$ cat config.mk
export PLATFORM = sky130hd
export DESIGN_NAME = counting_semaphore_wait_queue_unit
export DESIGN_NICKNAME = d
export VERILOG_FILES = /design/src/rtl/cswq_pkg.sv /design/src/rtl/cswq_ram.sv /design/src/rtl/cswq_datapath.sv /design/src/rtl/cswq_controller.sv /design/src/rtl/counting_semaphore_wait_queue_unit.sv
export SDC_FILE = /design/constraint.sdc
export NUM_CORES = 1
export LEC_CHECK = 0
export ABC_CLOCK_PERIOD_IN_PS = 7200
export BUFFER_PORTS_ARGS = -buffer_cell sky130_fd_sc_hd__buf_2
export CORE_ASPECT_RATIO = 1.5
export CORE_MARGIN = 2
export CORE_UTILIZATION = 56
export DETAILED_ROUTE_END_ITERATION = 8
export GPL_TIMING_DRIVEN = 1
export HOLD_SLACK_MARGIN = 0.06
export PLACE_DENSITY = 0.74
export SYNTH_ARGS = -nofsm -noshare
export SYNTH_HDL_FRONTEND = slang
export SYNTH_SLANG_ARGS = --single-unit
$ cat constraint.sdc
create_clock -name clock -period 7.2 [get_ports clock]
set_input_delay 0.36 -clock clock [delete_from_list [all_inputs] [get_ports clock]]
set_output_delay 0.36 -clock clock [all_outputs]
set_load 0.005 [all_outputs]
$ cat src/rtl/cswq_pkg.sv
// Shared types for the counting semaphore wait queue unit.
// Request kinds, result status codes, controller states and the
// command and status bundles between controller and datapath.
`default_nettype none

package cswq_pkg;

   typedef enum logic [1:0] {
      KIND_WAIT    = 2'd0,
      KIND_POST    = 2'd1,
      KIND_TIMEOUT = 2'd2,
      KIND_DELETE  = 2'd3
   } kind_type;

   typedef enum logic [2:0] {
      STAT_GRANTED     = 3'd0,
      STAT_QUEUED      = 3'd1,
      STAT_UNAVAILABLE = 3'd2,
      STAT_WOKEN       = 3'd3,
      STAT_RAISED      = 3'd4,
      STAT_TIMED_OUT   = 3'd5,
      STAT_RELEASED    = 3'd6
   } status_type;

   // Queue position that the shared address adder works on.
   typedef enum logic [1:0] {
      POS_IDX  = 2'd0,
      POS_NEXT = 2'd1,
      POS_LEN  = 2'd2
   } pos_type;

   typedef enum logic [2:0] {
      S_IDLE      = 3'd0,
      S_DISPATCH  = 3'd1,
      S_POST_OUT  = 3'd2,
      S_TMO_CMP   = 3'd3,
      S_SHIFT_CHK = 3'd4,
      S_SHIFT_WR  = 3'd5,
      S_TMO_EMIT  = 3'd6,
      S_DEL_OUT   = 3'd7
   } state_type;

   typedef struct packed {
      logic    take_req;
      logic    do_wait;
      logic    post_empty;
      logic    post_pop;
      logic    tmo_emit;
      logic    del_emit;
      logic    reload;
      logic    idx_inc;
      logic    rd_en;
      logic    wr_shift;
      pos_type pos_sel;
   } cmd_type;

   typedef struct packed {
      kind_type kind;
      logic     len_zero;
      logic     idx_last;
      logic     match;
      logic     out_free;
   } stat_type;

endpackage

`default_nettype wire

$ cat src/rtl/cswq_ram.sv
// Generic single-port RAM with a registered read.
// No dependencies; the read register holds when no read is issued.
`default_nettype none

module cswq_ram #(
   parameter int WIDTH = 4,
   parameter int DEPTH = 16
) (
   input  wire logic                     clock,
   input  wire logic                     wr_en,
   input  wire logic                     rd_en,
   input  wire logic [$clog2(DEPTH)-1:0] addr,
   input  wire logic [WIDTH-1:0]         wr_data,
   output logic      [WIDTH-1:0]         rd_data
);

   logic [WIDTH-1:0] mem [DEPTH];

   always_ff @(posedge clock) begin
      if (wr_en) begin
         mem[addr] <= wr_data;
      end
      if (rd_en) begin
         rd_data <= mem[addr];
      end
   end

endmodule

`default_nettype wire

$ cat src/rtl/cswq_datapath.sv
// Datapath: count, circular wait queue in RAM, request and result registers.
// Uses cswq_pkg and cswq_ram; driven by commands from cswq_controller.
`default_nettype none

module cswq_datapath #(
   parameter int MAX_TASKS   = 16,
   parameter int COUNT_WIDTH = 16
) (
   input  wire logic             clock,
   input  wire logic             reset,
   input  wire logic             csr_we,
   input  wire logic [7:0]       csr_wdata,
   input  wire logic [7:0]       req_tdata,
   input  wire logic [1:0]       req_tuser,
   output logic                  rsp_tvalid,
   input  wire logic             rsp_tready,
   output logic      [7:0]       rsp_tdata,
   output logic      [2:0]       rsp_tuser,
   output logic                  rsp_tlast,
   input  wire cswq_pkg::cmd_type  cmd,
   output      cswq_pkg::stat_type stat
);

   localparam int AW = $clog2(MAX_TASKS);
   localparam int LW = $clog2(MAX_TASKS + 1);
   localparam logic signed [COUNT_WIDTH-1:0] CNT_TOP =
      {1'b0, {(COUNT_WIDTH-1){1'b1}}};
   localparam logic signed [COUNT_WIDTH-1:0] CNT_BOTTOM =
      {1'b1, {(COUNT_WIDTH-1){1'b0}}};
   localparam logic signed [COUNT_WIDTH-1:0] CNT_ZERO = '0;
   localparam logic signed [COUNT_WIDTH-1:0] CNT_ONE  = {{(COUNT_WIDTH-1){1'b0}}, 1'b1};

   logic [7:0]                     init_ff, init_in;
   logic signed [COUNT_WIDTH-1:0]  count_ff, count_in;
   logic [AW-1:0]                  head_ff, head_in;
   logic [LW-1:0]                  len_ff, len_in;
   logic [AW-1:0]                  idx_ff, idx_in;

   cswq_pkg::kind_type             kind_ff, kind_in;
   logic [3:0]                     task_ff, task_in;
   logic                           may_wait_ff, may_wait_in;

   logic                           valid_ff, valid_in;
   cswq_pkg::status_type           status_ff, status_in;
   logic [3:0]                     woken_ff, woken_in;
   logic                           last_ff, last_in;

   logic [LW-1:0]                  idx_p1;
   logic [AW-1:0]                  pos;
   logic [AW:0]                    addr_sum;
   logic [AW-1:0]                  addr;
   logic [3:0]                     rd_data;
   logic                           wr_en;
   logic [3:0]                     wr_data;

   logic                           granted;
   logic                           will_queue;
   logic                           idx_last;
   logic                           out_free;
   logic                           emit;
   logic signed [COUNT_WIDTH-1:0]  count_raised;
   logic signed [COUNT_WIDTH-1:0]  load_value;
   logic [COUNT_WIDTH:0]           init_wide;

   // Queue position to RAM address: head plus offset, wrapped once.
   assign idx_p1 = LW'(idx_ff) + LW'(1);

   always_comb begin
      unique case (cmd.pos_sel)
         cswq_pkg::POS_IDX:  pos = idx_ff;
         cswq_pkg::POS_NEXT: pos = idx_p1[AW-1:0];
         cswq_pkg::POS_LEN:  pos = len_ff[AW-1:0];
         default:            pos = idx_ff;
      endcase
      addr_sum = {1'b0, head_ff} + {1'b0, pos};
      if (addr_sum >= (AW+1)'(MAX_TASKS)) begin
         addr_sum = addr_sum - (AW+1)'(MAX_TASKS);
      end
      addr = addr_sum[AW-1:0];
   end

   assign granted    = count_ff > CNT_ZERO;
   assign will_queue = !granted && may_wait_ff && (len_ff != LW'(MAX_TASKS))
                       && (count_ff != CNT_BOTTOM);
   assign idx_last   = idx_p1 == len_ff;
   assign out_free   = !valid_ff || rsp_tready;
   assign emit       = cmd.do_wait || cmd.post_empty || cmd.post_pop
                       || cmd.tmo_emit || cmd.del_emit;

   assign count_raised = (count_ff != CNT_TOP) ? count_ff + CNT_ONE : count_ff;
   assign init_wide    = (COUNT_WIDTH+1)'(init_ff);
   assign load_value   = (init_wide > {1'b0, CNT_TOP}) ? CNT_TOP
                                                        : init_wide[COUNT_WIDTH-1:0];

   assign wr_en   = cmd.wr_shift || (cmd.do_wait && will_queue);
   assign wr_data = cmd.wr_shift ? rd_data : task_ff;

   cswq_ram #(
      .WIDTH (4),
      .DEPTH (MAX_TASKS)
   ) u_queue_ram (
      .clock   (clock),
      .wr_en   (wr_en),
      .rd_en   (cmd.rd_en),
      .addr    (addr),
      .wr_data (wr_data),
      .rd_data (rd_data)
   );

   always_comb begin
      init_in     = csr_we ? csr_wdata : init_ff;
      count_in    = count_ff;
      head_in     = head_ff;
      len_in      = len_ff;
      idx_in      = idx_ff;
      kind_in     = kind_ff;
      task_in     = task_ff;
      may_wait_in = may_wait_ff;
      valid_in    = valid_ff && !rsp_tready;
      status_in   = status_ff;
      woken_in    = woken_ff;
      last_in     = last_ff;

      if (cmd.take_req) begin
         kind_in     = cswq_pkg::kind_type'(req_tuser);
         task_in     = req_tdata[3:0];
         may_wait_in = req_tdata[4];
         idx_in      = '0;
      end
      if (cmd.idx_inc) begin
         idx_in = idx_p1[AW-1:0];
      end

      if (emit) begin
         valid_in = 1'b1;
         woken_in = 4'd0;
         last_in  = 1'b1;
      end

      if (cmd.do_wait) begin
         if (granted) begin
            count_in  = count_ff - CNT_ONE;
            status_in = cswq_pkg::STAT_GRANTED;
         end else if (will_queue) begin
            count_in  = count_ff - CNT_ONE;
            len_in    = len_ff + LW'(1);
            status_in = cswq_pkg::STAT_QUEUED;
         end else begin
            status_in = cswq_pkg::STAT_UNAVAILABLE;
         end
      end

      if (cmd.post_empty) begin
         count_in  = count_raised;
         status_in = cswq_pkg::STAT_RAISED;
      end

      if (cmd.post_pop) begin
         count_in  = count_raised;
         len_in    = len_ff - LW'(1);
         head_in   = (head_ff == AW'(MAX_TASKS - 1)) ? '0 : head_ff + AW'(1);
         status_in = cswq_pkg::STAT_WOKEN;
         woken_in  = rd_data;
      end

      if (cmd.tmo_emit) begin
         count_in  = count_raised;
         len_in    = len_ff - LW'(1);
         status_in = cswq_pkg::STAT_TIMED_OUT;
         woken_in  = task_ff;
      end

      if (cmd.del_emit) begin
         status_in = cswq_pkg::STAT_RELEASED;
         woken_in  = rd_data;
         last_in   = idx_last;
      end

      // Delete ends by emptying the queue and reloading the count.
      if (cmd.reload || (cmd.del_emit && idx_last)) begin
         count_in = load_value;
         len_in   = '0;
         head_in  = '0;
      end
   end

   always_ff @(posedge clock) begin
      if (reset) begin
         init_ff  <= 8'd1;
         count_ff <= CNT_ONE;
         head_ff  <= '0;
         len_ff   <= '0;
         idx_ff   <= '0;
         valid_ff <= 1'b0;
      end else begin
         init_ff  <= init_in;
         count_ff <= count_in;
         head_ff  <= head_in;
         len_ff   <= len_in;
         idx_ff   <= idx_in;
         valid_ff <= valid_in;
      end
   end

   always_ff @(posedge clock) begin
      kind_ff     <= kind_in;
      task_ff     <= task_in;
      may_wait_ff <= may_wait_in;
      status_ff   <= status_in;
      woken_ff    <= woken_in;
      last_ff     <= last_in;
   end

   assign stat.kind     = kind_ff;
   assign stat.len_zero = len_ff == '0;
   assign stat.idx_last = idx_last;
   assign stat.match    = rd_data == task_ff;
   assign stat.out_free = out_free;

   assign rsp_tvalid = valid_ff;
   assign rsp_tdata  = {4'd0, woken_ff};
   assign rsp_tuser  = status_ff;
   assign rsp_tlast  = last_ff;

   // A negative count stands for exactly the number of waiting tasks.
   a_count_tracks_len: assert property (@(posedge clock) disable iff (reset)
      (len_ff != '0) |-> ((count_ff + COUNT_WIDTH'(len_ff)) == CNT_ZERO))
      else $error("count does not match queue length");

   a_len_bound: assert property (@(posedge clock) disable iff (reset)
      (len_ff <= LW'(MAX_TASKS)) && (head_ff <= AW'(MAX_TASKS - 1)))
      else $error("queue length or head out of range");

   a_emit_room: assert property (@(posedge clock) disable iff (reset)
      emit |-> out_free)
      else $error("result loaded while output register is occupied");

   a_queue_grows: assert property (@(posedge clock) disable iff (reset)
      (cmd.do_wait && will_queue) |=> (len_ff == $past(len_ff) + LW'(1)))
      else $error("queued wait did not extend the queue");

endmodule

`default_nettype wire

$ cat src/rtl/cswq_controller.sv
// Controller state machine for the counting semaphore wait queue unit.
// Uses cswq_pkg; issues commands to cswq_datapath and reads its status.
`default_nettype none

module cswq_controller (
   input  wire logic               clock,
   input  wire logic               reset,
   input  wire logic               req_tvalid,
   output logic                    req_tready,
   input  wire cswq_pkg::stat_type stat,
   output      cswq_pkg::cmd_type  cmd
);

   cswq_pkg::state_type state_ff, state_in;

   always_ff @(posedge clock) begin
      if (reset) begin
         state_ff <= cswq_pkg::S_IDLE;
      end else begin
         state_ff <= state_in;
      end
   end

   always_comb begin
      state_in = state_ff;
      unique case (state_ff)
         cswq_pkg::S_IDLE: begin
            if (req_tvalid) state_in = cswq_pkg::S_DISPATCH;
         end
         cswq_pkg::S_DISPATCH: begin
            unique case (stat.kind)
               cswq_pkg::KIND_WAIT: begin
                  if (stat.out_free) state_in = cswq_pkg::S_IDLE;
               end
               cswq_pkg::KIND_POST: begin
                  if (!stat.len_zero)    state_in = cswq_pkg::S_POST_OUT;
                  else if (stat.out_free) state_in = cswq_pkg::S_IDLE;
               end
               cswq_pkg::KIND_TIMEOUT: begin
                  state_in = stat.len_zero ? cswq_pkg::S_IDLE : cswq_pkg::S_TMO_CMP;
               end
               cswq_pkg::KIND_DELETE: begin
                  state_in = stat.len_zero ? cswq_pkg::S_IDLE : cswq_pkg::S_DEL_OUT;
               end
               default: state_in = cswq_pkg::S_IDLE;
            endcase
         end
         cswq_pkg::S_POST_OUT: begin
            if (stat.out_free) state_in = cswq_pkg::S_IDLE;
         end
         cswq_pkg::S_TMO_CMP: begin
            if (stat.match)         state_in = cswq_pkg::S_SHIFT_CHK;
            else if (stat.idx_last) state_in = cswq_pkg::S_IDLE;
         end
         cswq_pkg::S_SHIFT_CHK: begin
            state_in = stat.idx_last ? cswq_pkg::S_TMO_EMIT : cswq_pkg::S_SHIFT_WR;
         end
         cswq_pkg::S_SHIFT_WR: begin
            state_in = cswq_pkg::S_SHIFT_CHK;
         end
         cswq_pkg::S_TMO_EMIT: begin
            if (stat.out_free) state_in = cswq_pkg::S_IDLE;
         end
         cswq_pkg::S_DEL_OUT: begin
            if (stat.out_free && stat.idx_last) state_in = cswq_pkg::S_IDLE;
         end
         default: state_in = cswq_pkg::S_IDLE;
      endcase
   end

   always_comb begin
      cmd        = '0;
      cmd.pos_sel = cswq_pkg::POS_IDX;
      req_tready = 1'b0;
      unique case (state_ff)
         cswq_pkg::S_IDLE: begin
            req_tready   = 1'b1;
            cmd.take_req = req_tvalid;
         end
         cswq_pkg::S_DISPATCH: begin
            unique case (stat.kind)
               cswq_pkg::KIND_WAIT: begin
                  cmd.do_wait = stat.out_free;
                  cmd.pos_sel = cswq_pkg::POS_LEN;
               end
               cswq_pkg::KIND_POST: begin
                  cmd.post_empty = stat.len_zero && stat.out_free;
                  cmd.rd_en      = !stat.len_zero;
               end
               cswq_pkg::KIND_TIMEOUT: begin
                  cmd.rd_en = !stat.len_zero;
               end
               cswq_pkg::KIND_DELETE: begin
                  cmd.reload = stat.len_zero;
                  cmd.rd_en  = !stat.len_zero;
               end
               default: ;
            endcase
         end
         cswq_pkg::S_POST_OUT: begin
            cmd.post_pop = stat.out_free;
         end
         cswq_pkg::S_TMO_CMP: begin
            // Step to the next entry while the current one does not match.
            if (!stat.match && !stat.idx_last) begin
               cmd.rd_en   = 1'b1;
               cmd.idx_inc = 1'b1;
               cmd.pos_sel = cswq_pkg::POS_NEXT;
            end
         end
         cswq_pkg::S_SHIFT_CHK: begin
            if (!stat.idx_last) begin
               cmd.rd_en   = 1'b1;
               cmd.pos_sel = cswq_pkg::POS_NEXT;
            end
         end
         cswq_pkg::S_SHIFT_WR: begin
            cmd.wr_shift = 1'b1;
            cmd.idx_inc  = 1'b1;
         end
         cswq_pkg::S_TMO_EMIT: begin
            cmd.tmo_emit = stat.out_free;
         end
         cswq_pkg::S_DEL_OUT: begin
            if (stat.out_free) begin
               cmd.del_emit = 1'b1;
               if (!stat.idx_last) begin
                  cmd.rd_en   = 1'b1;
                  cmd.idx_inc = 1'b1;
                  cmd.pos_sel = cswq_pkg::POS_NEXT;
               end
            end
         end
         default: ;
      endcase
   end

endmodule

`default_nettype wire

$ cat src/rtl/counting_semaphore_wait_queue_unit.sv
// Top level of the counting semaphore with a FIFO wait queue.
// Instantiates cswq_controller and cswq_datapath; types from cswq_pkg.
//
//   channel  direction  signals                              contents
//   req      in         req_tvalid/tready/tdata/tuser         one request
//   rsp      out        rsp_tvalid/tready/tdata/tuser/tlast   one result
//   csr      in         csr_we/csr_wdata                      initial count
//
// A request is taken in the idle state and sorted by kind in the dispatch
// state: wait and an empty post answer there, a post with waiters reads the
// queue head first. A timeout reads the queue one entry a cycle, then closes
// the gap behind the match. A delete gives one release a cycle while the
// output is free. The single-port queue RAM serializes these steps.
// Reset is synchronous and needs no clearing pass; the count starts at 1.
// A stalled result holds in the output register and the controller waits.
`default_nettype none

module counting_semaphore_wait_queue_unit #(
   parameter int MAX_TASKS   = 16,
   parameter int COUNT_WIDTH = 16
) (
   input  wire logic       clock,
   input  wire logic       reset,
   input  wire logic       csr_we,
   input  wire logic [7:0] csr_wdata,
   input  wire logic       req_tvalid,
   output logic            req_tready,
   input  wire logic [7:0] req_tdata,   // [3:0] task_id, [4] may_wait, [7:5] zero
   input  wire logic [1:0] req_tuser,   // [1:0] kind
   output logic            rsp_tvalid,
   input  wire logic       rsp_tready,
   output logic      [7:0] rsp_tdata,   // [3:0] woken_task, [7:4] zero
   output logic      [2:0] rsp_tuser,   // [2:0] status
   output logic            rsp_tlast
);

   cswq_pkg::cmd_type  cmd;
   cswq_pkg::stat_type stat;

   cswq_controller u_controller (
      .clock      (clock),
      .reset      (reset),
      .req_tvalid (req_tvalid),
      .req_tready (req_tready),
      .stat       (stat),
      .cmd        (cmd)
   );

   cswq_datapath #(
      .MAX_TASKS   (MAX_TASKS),
      .COUNT_WIDTH (COUNT_WIDTH)
   ) u_datapath (
      .clock      (clock),
      .reset      (reset),
      .csr_we     (csr_we),
      .csr_wdata  (csr_wdata),
      .req_tdata  (req_tdata),
      .req_tuser  (req_tuser),
      .rsp_tvalid (rsp_tvalid),
      .rsp_tready (rsp_tready),
      .rsp_tdata  (rsp_tdata),
      .rsp_tuser  (rsp_tuser),
      .rsp_tlast  (rsp_tlast),
      .cmd        (cmd),
      .stat       (stat)
   );

endmodule

`default_nettype wire
Word-level counts from Yosys, hierarchy flattened

Memory sizes are Yosys's and may differ from the RTL's. A register that Yosys moved wholly into a read port is not among the register bits.
Cells that the tools add are included.

Eq/ne operators: 22
Order comparisons: 3
Mux-type cells: 70
Add/subtract/negate cells: 8
Reductions and logical operators: 41

Operators by type and width:

| operator                                                              | number |
|---|---|
| 16-bit two-way mux                                                    | 8 |
| 4-bit two-way mux                                                     | 9 |
| 3-bit two-way mux                                                     | 11 |
| 16-bit != test, second input constant                                 | 2 |
| 5-bit two-way mux                                                     | 5 |
| 3-bit case mux with 7 select lines                                    | 1 |
| 1-bit two-way mux                                                     | 20 |
| 2-bit two-way mux                                                     | 10 |
| 16-bit by 2-bit adder with 16-bit output, second input constant       | 1 |
| 16-bit by 1-bit > comparator with 1-bit output, second input constant | 1 |
| 16-bit by 2-bit subtractor with 16-bit output, second input constant  | 1 |
| 8-bit by 15-bit > comparator with 1-bit output, second input constant | 1 |
| 15-bit two-way mux                                                    | 1 |
| 3-bit equality test, second input constant                            | 4 |
| 3-bit case mux with 4 select lines                                    | 1 |
| 1-bit logical AND                                                     | 9 |
| 3-bit nonzero test                                                    | 3 |
| 2-bit case mux with 4 select lines                                    | 1 |
| 4-bit case mux with 2 select lines                                    | 1 |
| 4-bit nonzero test                                                    | 2 |
| 1-bit logical OR                                                      | 7 |
| 2-bit equality test, second input constant                            | 3 |
| 3-bit by 2-bit equality test with 1-bit output, second input constant | 2 |
| 1-bit zero test                                                       | 6 |
| other kinds (28)                                                      | 34 |

Memories kept: 1
Flip-flop bits (word level): 56
Bits of input ports: 23
Bits in writable memories: 64

Memories:

| name                       | words | width | read ports | clocked after Yosys merged registers in | wr ports | RTL line       | text |
|---|---|---|---|---|---|---|---|
| u_datapath.u_queue_ram.mem | 16    | 4     | 1          | 1                                       | 1        | cswq_ram.sv:17 | `logic [WIDTH-1:0] mem [DEPTH];` |

Logic depth before layout (Yosys ltp)

Gate-level depths: netlist of run 1.

Depth in word-level cells: 13
Gate-level depth with buffers: 20
Depth with buffers taken out: 18

Modules after synthesis

A second synthesis of run 1 with hierarchy kept.

Cells, all modules: 582
Area, all modules: 6451.2 µm²

By module, submodules not included:

| module          | cells an instance | instances | area each (µm²) |
|---|---|---|---|
| cswq_datapath   | 391               | 1         | 3389.5 |
| cswq_ram        | 133               | 1         | 2698.8 |
| cswq_controller | 58                | 1         | 362.8 |

Least setup slack after synthesis of run 1

OpenSTA, ideal clock, no wires.

Path type: register to register
From: register u_datapath.idx_ff[0]
To: register u_datapath.u_queue_ram.rd_data[0], read port of u_datapath.u_queue_ram.mem, data pin
Period minus slack after synthesis: 4.447 ns
Library setup time: 0.272 ns
Data arrival time: 4.175 ns
Buffers on the path: 3
Required time: 6.928 ns
Stages on the path, launching flop included: 16
Setup slack: 2.753 ns
Cells stage by stage: dfxtp_1 ha_1 clkbuf_1 o21ba_2 a221oi_1 o2111ai_1 clkbuf_1 nand2_1 inv_1 ha_1 a221oi_1 a21oi_1 ha_1 clkbuf_1 mux4_2 mux4_2

Longest elaborated chain between the ends: 11
Elaborated cells between the ends (all ways): 20

Ends and longest elaborated chain:

| what                                                                                                    | RTL line                                 | text |
|---|---|---|
| from (decl)                                                                                             | cswq_datapath.sv:37                      | `logic [AW-1:0] idx_ff, idx_in;` |
| from (signal assigned)                                                                                  | cswq_datapath.sv:200                     | `idx_ff <= idx_in;` |
| 4-bit by 1-bit adder with 5-bit output                                                                  | cswq_datapath.sv:66                      | `assign idx_p1 = LW'(idx_ff) + LW'(1);` |
| 5-bit equality test                                                                                     | cswq_datapath.sv:85                      | `assign idx_last = idx_p1 == len_ff;` |
| 1-bit zero test                                                                                         | cswq_controller.sv:105                   | `if (!stat.match && !stat.idx_last) begin` |
| 1-bit logical AND                                                                                       | cswq_controller.sv:105                   |  |
| 1-bit two-way mux                                                                                       | cswq_controller.sv:105                   |  |
| 2-bit case mux with 4 select lines                                                                      | cswq_controller.sv:75                    | `unique case (state_ff)` |
| 2-bit equality test / 2-bit by 1-bit equality test with 1-bit output (equally long branches)            | cswq_datapath.sv:69                      | `unique case (cmd.pos_sel)` |
| 4-bit case mux with 2 select lines                                                                      | cswq_datapath.sv:69                      |  |
| 4-bit by 4-bit adder with 5-bit output                                                                  | cswq_datapath.sv:75                      | `addr_sum = {1'b0, head_ff} + {1'b0, pos};` |
| 4-bit by 1-bit subtractor with 4-bit output / 5-bit greater-or-equal comparator (equally long branches) | cswq_datapath.sv:77, cswq_datapath.sv:76 |  |
| 4-bit two-way mux                                                                                       | cswq_datapath.sv:76                      | `if (addr_sum >= (AW+1)'(MAX_TASKS)) begin` |
| to (decl)                                                                                               | cswq_ram.sv:14                           | `output logic [WIDTH-1:0] rd_data` |

Several ways; a longest one is shown, not always the timed one.
A chain may end at the register's enable or synchronous reset.

Worst setup path after layout of run 1

From: register u_datapath.idx_ff[0]
To: memory u_datapath.u_queue_ram.mem[3][2], enable pin

Longest elaborated chain between the ends: 11
Elaborated cells between the ends (all ways): 15

Ends and longest elaborated chain:

| what                                                                                                    | RTL line |
|---|---|
| 4-bit by 1-bit adder with 5-bit output                                                                  | cswq_datapath.sv:66 |
| 5-bit equality test                                                                                     | cswq_datapath.sv:85 |
| 1-bit zero test                                                                                         | cswq_controller.sv:105 |
| 1-bit logical AND                                                                                       | cswq_controller.sv:105 |
| 1-bit two-way mux                                                                                       | cswq_controller.sv:105 |
| 2-bit case mux with 4 select lines                                                                      | cswq_controller.sv:75 |
| 2-bit equality test / 2-bit by 1-bit equality test with 1-bit output (equally long branches)            | cswq_datapath.sv:69 |
| 4-bit case mux with 2 select lines (*)                                                                  | cswq_datapath.sv:69 |
| 4-bit by 4-bit adder with 5-bit output (*)                                                              | cswq_datapath.sv:75 |
| 4-bit by 1-bit subtractor with 4-bit output / 5-bit greater-or-equal comparator (equally long branches) | cswq_datapath.sv:77, cswq_datapath.sv:76 |
| 4-bit two-way mux (*)                                                                                   | cswq_datapath.sv:76 |
| to (decl)                                                                                               | cswq_ram.sv:17 |

Every way passes the cells marked *; elsewhere a longest branch is shown, timed or not.

==> summary.txt, run 1 <==
Routing
  • Post-DR vias/cell: between 6 and 7
  • Residual DRC: 0
  • DRT antenna net count: 0
  • WL per Instance: 19.8 um
  • Total number of vias: 4771
  • Iteration-0 DRC Markers: between 300 and 400
  • Drt first pass iters: 5
  • Drt total wl: 15100 um

Floorplanning
  • Initial Utilization: 0.567
  • Core Rows: 48
  • Die Area: 0.0124 sq mm
  • Height of the die: 136 um
  • Top Ports: 37
  • Die span in x: just over 90 um
  • Core Area: about 0.011 sq mm

Final layout
  • Diodes inserted: 0
  • Share of cells above drive strength 1: 0.172
  • Non-Filler Instances: 760
  • Finished Core Util: 0.639
  • Final net count: ~640
  • Area growth, synth to finish: 12.8%
  • Design area: approximately 0.0073 sq mm

Setup path
  • Worst R2R Start: u_datapath.idx_ff[0]
  • Reg2reg end: u_datapath.u_queue_ram.mem[3][2]
  • Crit end category: flop
  • CP max-delay cell: o2111ai_1
  • CP arrival: about 5500 ps
  • CP max stage delay: about 830 ps
  • CP most frequent cell: nand2_1
  • Critical path fanouts, max: 13
  • Critical path buffer and inverter count: 1
  • CP Class: reg2reg
  • Delay-heaviest family, CP: compound AO/OA/AOI/OAI gates
  • R2R Setup Slk: around 1700 ps
  • Critical Path RT: between 7000 and 8000 ps
  • Critical-path cell list: ha_1, xnor2_1, a221oi_1, o2111ai_1, nand2_1, inv_1, ha_1, nand2_1, nor2_1, a21oi_1, o21ai_0, ha_1, a21oi_1, nand2_1, xor2_1, xnor2_1, nand2_1, nor2_1
  • R2R depth: 18
  • Startpoint type of the worst setup path: flop

Yosys
  • Post-synth EDFFs: 80
  • Yosys warning count: 0
  • Mapped Cells: between 500 and 600
  • Cell with the most instances after synthesis: edfxtp_1
  • Synth cell types: 74
  • Area of the mapped netlist: 0.00647 sq mm
  • Post-synth top area share: 0.372
  • Post-synthesis register bit count: between 100 and 150
  • Top FF cell, synth: edfxtp_1
  • Synth area leaders: edfxtp_1, dfxtp_1, mux4_2, nor2_1, nand2_1
  • Post-synth top cells: edfxtp_1, nor2_1, nand2_1, dfxtp_1, nand3_1
  • Synth area leader: edfxtp_1
  • Syn Area/Cell: 11.1 sq um
  • Post-synth ARST share: 0
  • Sequential area share after synthesis: 0.508

Pwr
  • Max VDD drop: 0.000222 V
  • Static leakage power: 2.56 nW
  • Total Power: 1.84 mW
  • Pwr dens: around 250 mW/mm^2

CTS
  • Postcts setup bufs: 0
  • Clk sinks: 124
  • H-tree depth: 4
  • # resized after CTS: 0
  • CTS tree: yes
  • Clk_lat worst skew: ~420 ps
  • Root Buffer: clkbuf_16
  • CTS Buffer Depth: 2
  • Worst-path clk slew: roughly 60 ps
  • Hold Buf Count CTS: 0
  • TritonCTS Buffers: 17

Status
  • Outcome: completed

STA
  • Final period utilization: 0.759
  • Clock skew: around 9 ps
  • Fmax: between 150 and 200 MHz
  • Worst-Margin Slew: ~1100 ps
  • RSZ-0062 raised after global routing: no
  • Setup_tns: 0 ps
  • Period minus WS final: about 5500 ps
  • Final setup violation count: 0
  • Slew HR: 0.292
  • Final Hold Viols: 0
  • Final Slew Violations: 0

Hold path
  • Hold Crit Class: in2reg
  • Worst Hold Path Cells: 1
  • Hold path startpoint: req_tdata[2]
  • Hold EP: u_datapath.task_ff[2]

Place
  • Final RePlAce weighted congestion: just over 0.9
  • Placed insts: 729
  • Input/output buffers: 29
  • Final HPWL DP: just over 10000 um
  • Area of placed instances: 0.00665 sq mm

GRT
  • Most crowded layer after global routing: met2
  • Gr usage total: 0.252
  • Initial antenna violation count: 0
  • Largest net degree at the start of global routing: 29
  • Met1 usage in global routing: 0.279
  • Vias in the first global route: about 4800
  • Grt ovf: 0
  • First-pass GRT wire length: about 24000 um
  • Met3 usage: 0.0512
  • Met2 usage: 0.455

Run
  • Maximum Capacitance Violations: 0
[how the worst max path moves through the flow]
stage,startpoint,end,slack (ps),cells after the start
floorplan,u_datapath.idx_ff[0],u_datapath.u_queue_ram.rd_data[0],2750,15
global placement,u_datapath.idx_ff[0],u_datapath.u_queue_ram.rd_data[0],2060,12
detailed placement,u_datapath.idx_ff[0],u_datapath.u_queue_ram.mem[2][0],1890,18
CTS,u_datapath.idx_ff[0],u_datapath.u_queue_ram.mem[3][3],1770,18
global route,u_datapath.idx_ff[0],u_datapath.u_queue_ram.mem[1][2],1280,18
finish,u_datapath.idx_ff[0],u_datapath.u_queue_ram.mem[3][2],1740,18
[metal layers]
layer,up-vias,wire (um)
met4,0,554
met2,154,8030
met3,42,681
li1,2256,-
met1,2319,5800
met5,-,0
[cell usage in the layout, fill, tap and decap left out, types with 5 or more instances in the layout]
| cell type | instances |
|---|---|
| buf_2 | 29 |
| inv_1 | 20 |
| mux2_2 | 8 |
| a21o_1 | 5 |
| nor2b_1 | 6 |
| or3_1 | 5 |
| dfxtp_1 | 44 |
| mux4_2 | 20 |
| nand2b_1 | 5 |
| mux2i_1 | 14 |
| or4_1 | 7 |
| nor4_1 | 7 |
| o21ai_0 | 16 |
| xor2_1 | 5 |
| ha_1 | 13 |
| and3_1 | 6 |
| nor3_1 | 11 |
| a21oi_1 | 21 |
| nor2_1 | 50 |
| nand3_1 | 28 |
| xnor2_1 | 13 |
| edfxtp_1 | 80 |
| nand2_1 | 49 |
| a22oi_1 | 6 |
| nand4_1 | 16 |
| bufinv_16 | 5 |
| clkbuf_16 | 17 |
[power breakdown]
part | switching, mW | leakage (nW) | internal [mW]
Sequential | 0.0153 | 1.08 | 0.774
Combinational | 0.0659 | 1.17 | 0.0454
Clock | 0.321 | 0.317 | 0.613
[worst register-to-register path, cell delays in order (launching register included)]
cell,delay (ps)
dfxtp_1,380
ha_1,380
xnor2_1,170
a221oi_1,90
o2111ai_1,830
nand2_1,260
inv_1,130
ha_1,250
nand2_1,70
nor2_1,100
a21oi_1,40
o21ai_0,290
ha_1,320
a21oi_1,160
nand2_1,80
xor2_1,150
xnor2_1,730
nand2_1,270
nor2_1,400
[layout make-up]
class | count | area (sq um)
fill | 865 | 4120
multi-input combinational | 404 | 2950
clock buffer | 17 | 425
timing repair buffer | 30 | 153
inverter | 21 | 78.8
tap | 150 | 188
clock inverter | 14 | 218
sequential | 124 | 3280
[flip-flops by register name, indices dropped and copies added (netlist names), 2 cells and up]
| register | count |
|---|---|
| u_datapath.kind_ff | 2 |
| u_datapath.len_ff | 5 |
| u_controller.state_ff | 3 |
| u_datapath.idx_ff | 4 |
| u_datapath.u_queue_ram.rd_data | 4 |
| u_datapath.task_ff | 4 |
| u_datapath.count_ff | 16 |
| u_datapath.u_queue_ram.mem | 64 |
| u_datapath.woken_ff | 4 |
| u_datapath.head_ff | 4 |
| u_datapath.init_ff | 8 |
| u_datapath.rsp_tuser | 3 |
[kinds of logic (layout without fill, tap and decap cells)]
| group | count (synthesis) | count (layout) | share of synthesized area |
|---|---|---|---|
| xor gates and xnor gates | 18 | 18 | 0.0244 |
| DFF | 124 | 124 | 0.508 |
| other | 1 | 4 | 0.000580 |
| muxes | 42 | 42 | 0.105 |
| AOI/OAI and AO/OA | 108 | 108 | 0.120 |
| and+or+nand+nor | 217 | 217 | 0.174 |
| buffers and inverters | 58 | 82 | 0.0385 |
| adders and majority gates | 15 | 15 | 0.0300 |
[per-stage QoR]
| stage | setup WS [ps] | hold slack [ps] |
|---|---|---|
| finish | 1740 | 109 |
| global route | 1280 | 105 |
| CTS | 1770 | 107 |
| detailed placement | 1890 | 472 |
| global placement | 2060 | 464 |
| floorplan | 2750 | 442 |
Power figures use the tool's default switching activity.
==> run 2, diff against run 1 <==
--- a/config.mk
+++ b/config.mk
@@ -5,15 +5,15 @@
 export SDC_FILE = /design/constraint.sdc
 export NUM_CORES = 1
 export LEC_CHECK = 0
-export ABC_CLOCK_PERIOD_IN_PS = 7200
+export ABC_CLOCK_PERIOD_IN_PS = 4450
 export BUFFER_PORTS_ARGS = -buffer_cell sky130_fd_sc_hd__buf_2
 export CORE_ASPECT_RATIO = 1.5
 export CORE_MARGIN = 2
-export CORE_UTILIZATION = 56
+export CORE_UTILIZATION = 55
 export DETAILED_ROUTE_END_ITERATION = 8
 export GPL_TIMING_DRIVEN = 1
 export HOLD_SLACK_MARGIN = 0.06
-export PLACE_DENSITY = 0.74
+export PLACE_DENSITY = 0.76
 export SYNTH_ARGS = -nofsm -noshare
 export SYNTH_HDL_FRONTEND = slang
 export SYNTH_SLANG_ARGS = --single-unit
==> constraint.sdc (replaced) <==
create_clock -name clock -period 4.45 [get_ports clock]
set_input_delay 0.2225 -clock clock [delete_from_list [all_inputs] [get_ports clock]]
set_output_delay 0.2225 -clock clock [all_outputs]
set_load 0.005 [all_outputs]
==> summary.txt, run 2 (synthesis results as in run 1) <==
Routing
  • Residual DRC: 0 (unchanged)
  • Iteration-0 DRC Markers: 356 (-3.5%)
  • Total number of vias: 4971 (+4.2%)
  • Drt first pass iters: 5 (unchanged)
  • WL per Instance: 19.8 um (-0.11%)
  • Post-DR vias/cell: 6.30 (+0.36%)
  • DRT antenna net count: 0 (unchanged)
  • Drt total wl: 15600 um (+3.7%)

Floorplanning
  • Top Ports: 37 (unchanged)
  • Initial Utilization: 0.564 (-0.00297)
  • Core Area: 0.0115 sq mm (+0.53%)
  • Height of the die: 137 um (+0.88%)
  • Die Area: 0.0127 sq mm (+1.8%)
  • Core Rows: 48 (unchanged)
  • Die span in x: 92.5 um (+0.87%)

STA
  • Period minus WS final: 4260 ps (-1210 ps)
  • Final period utilization: 0.957 (+0.198)
  • Clock skew: 7.89 ps (-1.25 ps)
  • RSZ-0062 raised after global routing: yes
  • WHS: 67.2 ps (-42.0 ps)
  • Final setup violation count: 0 (unchanged)
  • Final Hold Viols: 0 (unchanged)
  • Final Slew Violations: 0 (unchanged)
  • Setup ws final: 193 ps (-1540 ps)
  • Worst-Margin Slew: 1040 ps (-22.7 ps)
  • Fmax: 235 MHz (+28%)
  • Slew HR: 0.297 (+0.00539)

CTS
  • Clk sinks: 124 (unchanged)
  • TritonCTS Buffers: 17 (unchanged)
  • H-tree depth: 4 (unchanged)
  • CTS Buffer Depth: 2 (unchanged)
  • Worst-path clk slew: 60 ps (about the same)
  • Root Buffer: clkbuf_16
  • CTS tree: yes
  • Clk_lat worst skew: 420 ps (about the same)

Place
  • Final HPWL DP: 10800 um (+4.6%)
  • Input/output buffers: 29 (unchanged)
  • Final RePlAce weighted congestion: 0.889 (-3.3%)
  • Placed insts: 740 (+1.5%)
  • Pre-CTS WS: -64.4 ps (-1950 ps)
  • Area of placed instances: 0.00674 sq mm (+1.4%)

Hold path
  • Hold path startpoint: csr_wdata[2]
  • Hold EP: u_datapath.init_ff[2]
  • Worst Hold Path Cells: 3 (+2)
  • Hold Crit Class: in2reg

GRT
  • Vias in the first global route: 4912 (+2.7%)
  • First-pass GRT wire length: 24700 um (+2.8%)
  • Grt ovf: 0 (unchanged)
  • Largest net degree at the start of global routing: 29 (unchanged)
  • Initial antenna violation count: 0 (unchanged)
  • Gr usage total: 0.257 (+0.00537)

Setup path
  • Critical-path cell list: ha_1, o21ba_2, a221oi_1, o2111ai_1, nand2_1, inv_1, ha_2, a221oi_1, a21oi_1, ha_1, inv_1, fa_1, buf_6, mux4_2, mux4_2
  • Reg2reg end: u_datapath.u_queue_ram.rd_data[0]
  • Critical path fanouts, max: 15 (+2)
  • CP max stage delay: 540 ps (-290 ps)
  • Startpoint type of the worst setup path: flop
  • R2R depth: 15 (-3)
  • R2R Setup Slk: 190 ps (-1540 ps)
  • CP Class: reg2reg
  • CP max-delay cell: fa_1
  • Critical Path RT: 4600 ps (-2680 ps)
  • CP arrival: 4410 ps (-1130 ps)
  • Worst R2R Start: u_datapath.idx_ff[0]
  • Crit end category: flop

Final layout
  • Most frequent cells in the layout: edfxtp_1, nand2_1, nor2_1
  • Largest Register: u_datapath.u_queue_ram.mem
  • Diodes inserted: 0 (unchanged)
  • Area growth, synth to finish: 16.4%
  • Design area: 0.00753 sq mm (+3.2%)
  • Share of cells above drive strength 1: 0.199 (+0.0266)
  • Largest registers: u_datapath.u_queue_ram.mem x64, u_datapath.count_ff x16, u_datapath.init_ff x8
  • Most common cell after layout, fill and taps aside: edfxtp_1
  • Non-Filler Instances: 789 (+3.8%)
  • Final net count: 663 (+4.4%)
  • Max reg flops: 64 (unchanged)

Pwr
  • Total Power: 2.88 mW (+57%)
  • Static leakage power: 2.66 nW (+3.9%)
  • Max VDD drop: 0.000291 V (+31%)
  • Pwr dens: 382 mW/mm^2 (+52%)

Status
  • Outcome: completed

Run
  • Maximum Capacitance Violations: 0 (unchanged)
[run 2: stage by stage]
step	setup TNS, ps	util
after floorplan	0	-
after CTS	0	0.652
after global placement	0	0.588
after detailed placement	-1110	0.588
final	0	0.656
after global routing	-1290	0.656
[run 2: worst max-delay path: cells and delay by family, from the launching register on]
family / cells / cell delay [ps]
fa+ha+maj: 4 / 1370
mux: 2 / 830
buf+inv: 3 / 320
compound gates: 5 / 950
flops: 1 / 340
simple gates: 1 / 160
[run 2: repair_timing]
item                                    CTS  global route
gates resized for setup                   1             6
pin swaps                                 0             1
hold buffers                             13             0
endpoints found under the setup margin   32            67
hold endpoints to repair                 13             0
setup buffers                             0             4
[run 2: layout make-up]
cell class | instances | area [sq um]
clock buffers | 17 | 425
clock inverters | 15 | 174
fillers | 865 | 3950
inverters | 21 | 78.8
multi-input cells | 404 | 2970
flip-flops and latches | 124 | 3280
well taps | 150 | 188
repair buffers | 58 | 412
[run 2: per-layer routing]
metal	up-vias	global-route usage	routed length (um)
met2	176	0.473	8570
met4	0	0.129	467
met1	2441	0.278	5870
li1	2316	-	-
met3	38	0.0534	703
met5	-	0	0
[run 2: worst max-delay path by stage]
| stage | start | to | depth (start not counted) |
|---|---|---|---|
| floorplan | u_datapath.idx_ff[0] | u_datapath.u_queue_ram.rd_data[0] | 15 |
| global placement | u_datapath.idx_ff[0] | u_datapath.u_queue_ram.mem[2][1] | 16 |
| detailed placement | u_datapath.idx_ff[0] | u_datapath.u_queue_ram.mem[7][0] | 16 |
| CTS | u_datapath.idx_ff[0] | u_datapath.u_queue_ram.rd_data[0] | 15 |
| global route | u_datapath.idx_ff[0] | u_datapath.u_queue_ram.mem[14][1] | 19 |
| finish | u_datapath.idx_ff[0] | u_datapath.u_queue_ram.rd_data[0] | 15 |
[run 2: report_power, final]
group          total [mW]  switching, mW  internal [mW]
clock                1.40          0.559          0.845
combinational       0.200          0.116         0.0841
sequential           1.27         0.0212           1.25
==> run 3, diff against run 2 <==
--- a/config.mk
+++ b/config.mk
@@ -7,13 +7,15 @@
 export LEC_CHECK = 0
 export ABC_CLOCK_PERIOD_IN_PS = 4450
 export BUFFER_PORTS_ARGS = -buffer_cell sky130_fd_sc_hd__buf_2
+export CELL_PAD_IN_SITES_DETAIL_PLACEMENT = 0
+export CELL_PAD_IN_SITES_GLOBAL_PLACEMENT = 1
 export CORE_ASPECT_RATIO = 1.5
 export CORE_MARGIN = 2
-export CORE_UTILIZATION = 55
+export CORE_UTILIZATION = 44
 export DETAILED_ROUTE_END_ITERATION = 8
 export GPL_TIMING_DRIVEN = 1
 export HOLD_SLACK_MARGIN = 0.06
-export PLACE_DENSITY = 0.76
+export PLACE_DENSITY = 0.75
 export SYNTH_ARGS = -nofsm -noshare
 export SYNTH_HDL_FRONTEND = slang
 export SYNTH_SLANG_ARGS = --single-unit
==> summary.txt, run 3 (synthesis results as in run 1) <==
CTS
  • CTS tree: yes
  • Clk_lat worst skew: 410 ps (about the same)
  • Root Buffer: clkbuf_16
  • H-tree depth: 4 (unchanged)
  • Worst-path clk slew: 60 ps (about the same)
  • Clk sinks: 124 (unchanged)
  • TritonCTS Buffers: 17 (unchanged)
  • CTS Buffer Depth: 2 (unchanged)

Final layout
  • Most common cell after layout, fill and taps aside: edfxtp_1
  • Final net count: 665 (+0.30%)
  • Design area: 0.00766 sq mm (+1.7%)
  • Share of cells above drive strength 1: 0.222 (+0.0228)
  • Diodes inserted: 0 (unchanged)
  • Largest Register: u_datapath.u_queue_ram.mem
  • Max reg flops: 64 (unchanged)
  • Area growth, synth to finish: 18.4%
  • Largest registers: u_datapath.u_queue_ram.mem x64, u_datapath.count_ff x16, u_datapath.init_ff x8
  • Most frequent cells in the layout: edfxtp_1, nand2_1, dfxtp_1

STA
  • RSZ-0062 raised after global routing: no
  • Final period utilization: 0.942 (-0.0143)
  • Clock skew: 5.71 ps (-2.18 ps)
  • Final setup violation count: 0 (unchanged)
  • Final Slew Violations: 0 (unchanged)
  • Slew HR: 0.256 (-0.0407)
  • Fmax: 238 MHz (+1.5%)
  • Worst-Margin Slew: 1120 ps (+75.6 ps)
  • Period minus WS final: 4190 ps (-63.6 ps)
  • Final Hold Viols: 0 (unchanged)

GRT
  • Vias in the first global route: 4909 (-0.061%)
  • Largest net degree at the start of global routing: 29 (unchanged)
  • Gr usage total: 0.218 (-0.0399)
  • Grt ovf: 0 (unchanged)
  • Initial antenna violation count: 0 (unchanged)
  • First-pass GRT wire length: 25800 um (+4.5%)

Pwr
  • Power share of the sequential group: 0.448 (+0.006)
  • Clock share of power: 0.481 (-0.007)
  • Total Power: 2.84 mW (-1.2%)
  • Sw Pwr: 669 uW (-3.9%)
  • Max VDD drop: 0.000347 V (+19%)
  • Pwr dens: 371 mW/mm^2 (-2.8%)
  • Logic pwr share: 0.071 (about the same)
  • Switching Fraction: 0.235 (-0.00674)
  • Int Pwr: 2.17 mW (-0.29%)
  • Static leakage power: 2.68 nW (+0.49%)

Floorplanning
  • Top Ports: 37 (unchanged)
  • Core Area: 0.0145 sq mm (+26%)
  • Height of the die: 152 um (+11%)
  • Die span in x: 103 um (+11%)
  • Core Rows: 54 (+13%)
  • Die Area: 0.0157 sq mm (+24%)
  • Initial Utilization: 0.447 (-0.116)

Setup path
  • CP Class: reg2reg
  • CP arrival: 4340 ps (-70 ps)
  • Startpoint type of the worst setup path: flop
  • Crit end category: flop
  • Critical Path RT: 4600 ps (about the same)
  • Critical path fanouts, max: 8 (-7)

Routing
  • Drt total wl: 16400 um (+5.2%)
  • Drt first pass iters: 5 (unchanged)
  • WL per Instance: 19.6 um (-0.80%)
  • Total number of vias: 4875 (-1.9%)
  • Post-DR vias/cell: 5.82 (-7.6%)
  • DRT antenna net count: 0 (unchanged)
  • Residual DRC: 0 (unchanged)
  • Iteration-0 DRC Markers: 226 (-37%)

Place
  • Final RePlAce weighted congestion: 0.861 (-3.1%)
  • Area of placed instances: 0.00683 sq mm (+1.3%)
  • Final HPWL DP: 11900 um (+9.4%)
  • Input/output buffers: 29 (unchanged)

Status
  • Outcome: completed

Hold path
  • Hold Crit Class: in2reg

Run
  • Maximum Capacitance Violations: 0 (unchanged)
[run 3: cell count changes in the layout (fill, tap and decap cells not counted), moves of 2 or more]
| cell | before | now |
|---|---|---|
| clkinv_4 | 0 | 4 |
| clkinvlp_4 | 3 | 0 |
| dlygate4sd3_1 | 13 | 15 |
| inv_8 | 3 | 1 |
| nand2_1 | 49 | 47 |
| nand2_2 | 0 | 2 |
| nor2_1 | 46 | 34 |
| nor2_2 | 4 | 15 |
[run 3: per-layer routing]
metal / vias up / track usage / share of wire
met1: 2410 / 0.226 / 0.37
met2: 119 / 0.415 / 0.58
met3: 21 / 0.0440 / 0.031
met4: 0 / 0.0771 / 0.022
li1: 2325 / - / -
met5: - / 0 / 0
[run 3: worst paths after layout]
path                          from                           endpoint  slack, ps  depth (start not counted)
max           u_datapath.idx_ff[0]  u_datapath.u_queue_ram.rd_data[3]        260                         15
min                     req_tvalid           u_controller.state_ff[0]        110                          3
max reg2reg   u_datapath.idx_ff[0]  u_datapath.u_queue_ram.rd_data[3]        260                         15
min reg2reg  u_datapath.init_ff[2]              u_datapath.init_ff[2]        500                          2
[run 3: repair_timing]
item | in CTS | in global routing
endpoints found under the setup margin | 36 | 68
hold buffers | 15 | 0
resized for setup | 1 | 24
endpoints found under the hold margin | 15 | 0
buffers inserted | 0 | 0
pin swaps | 0 | 1
[run 3: worst max-delay path: stages, from the launching register on]
cell       delay [ps]
dfxtp_1           340
ha_1              260
o21ba_2           230
a221oi_2          290
o2111ai_1         180
nand2_1           150
inv_1              60
ha_2              370
a221oi_1           60
a21oi_1           160
ha_1              210
inv_1              60
fa_2              590
buf_4             190
mux4_2            330
mux4_2            460
[run 3: layout make-up]
cell class,instances,area (sq um)
Clock inverter,14,159
Fill cell,1296,6800
Sequential cell,124,3280
Timing Repair Buffer,60,428
Inverter,21,78.8
Clock buffer,18,429
Tap cell,196,245
Multi-Input combinational cell,404,3030
[run 3: per-stage QoR]
step | setup slack (ps) | TNS [ps] | hold WS, ps | cells | util
finish | 257 | 0 | 114 | 837 | 0.530
global route | 1.22 | 0 | 145 | 837 | 0.530
floorplan | 2.90 | 0 | 321 | 586 | -
global placement | 89.0 | 0 | 400 | 790 | 0.472
detailed placement | -123 | -3310 | 401 | 790 | 0.472
CTS | 116 | 0 | 101 | 837 | 0.524
[run 3: power groups by stage]
stage | clock network, mW | registers (mW) | logic, mW
floorplan | 0 | 1.29 | 0.133
global placement | 0 | 1.30 | 0.186
detailed placement | 0 | 1.30 | 0.191
CTS | 1.39 | 1.27 | 0.203
global route | 1.44 | 1.27 | 0.221
finish | 1.37 | 1.27 | 0.202
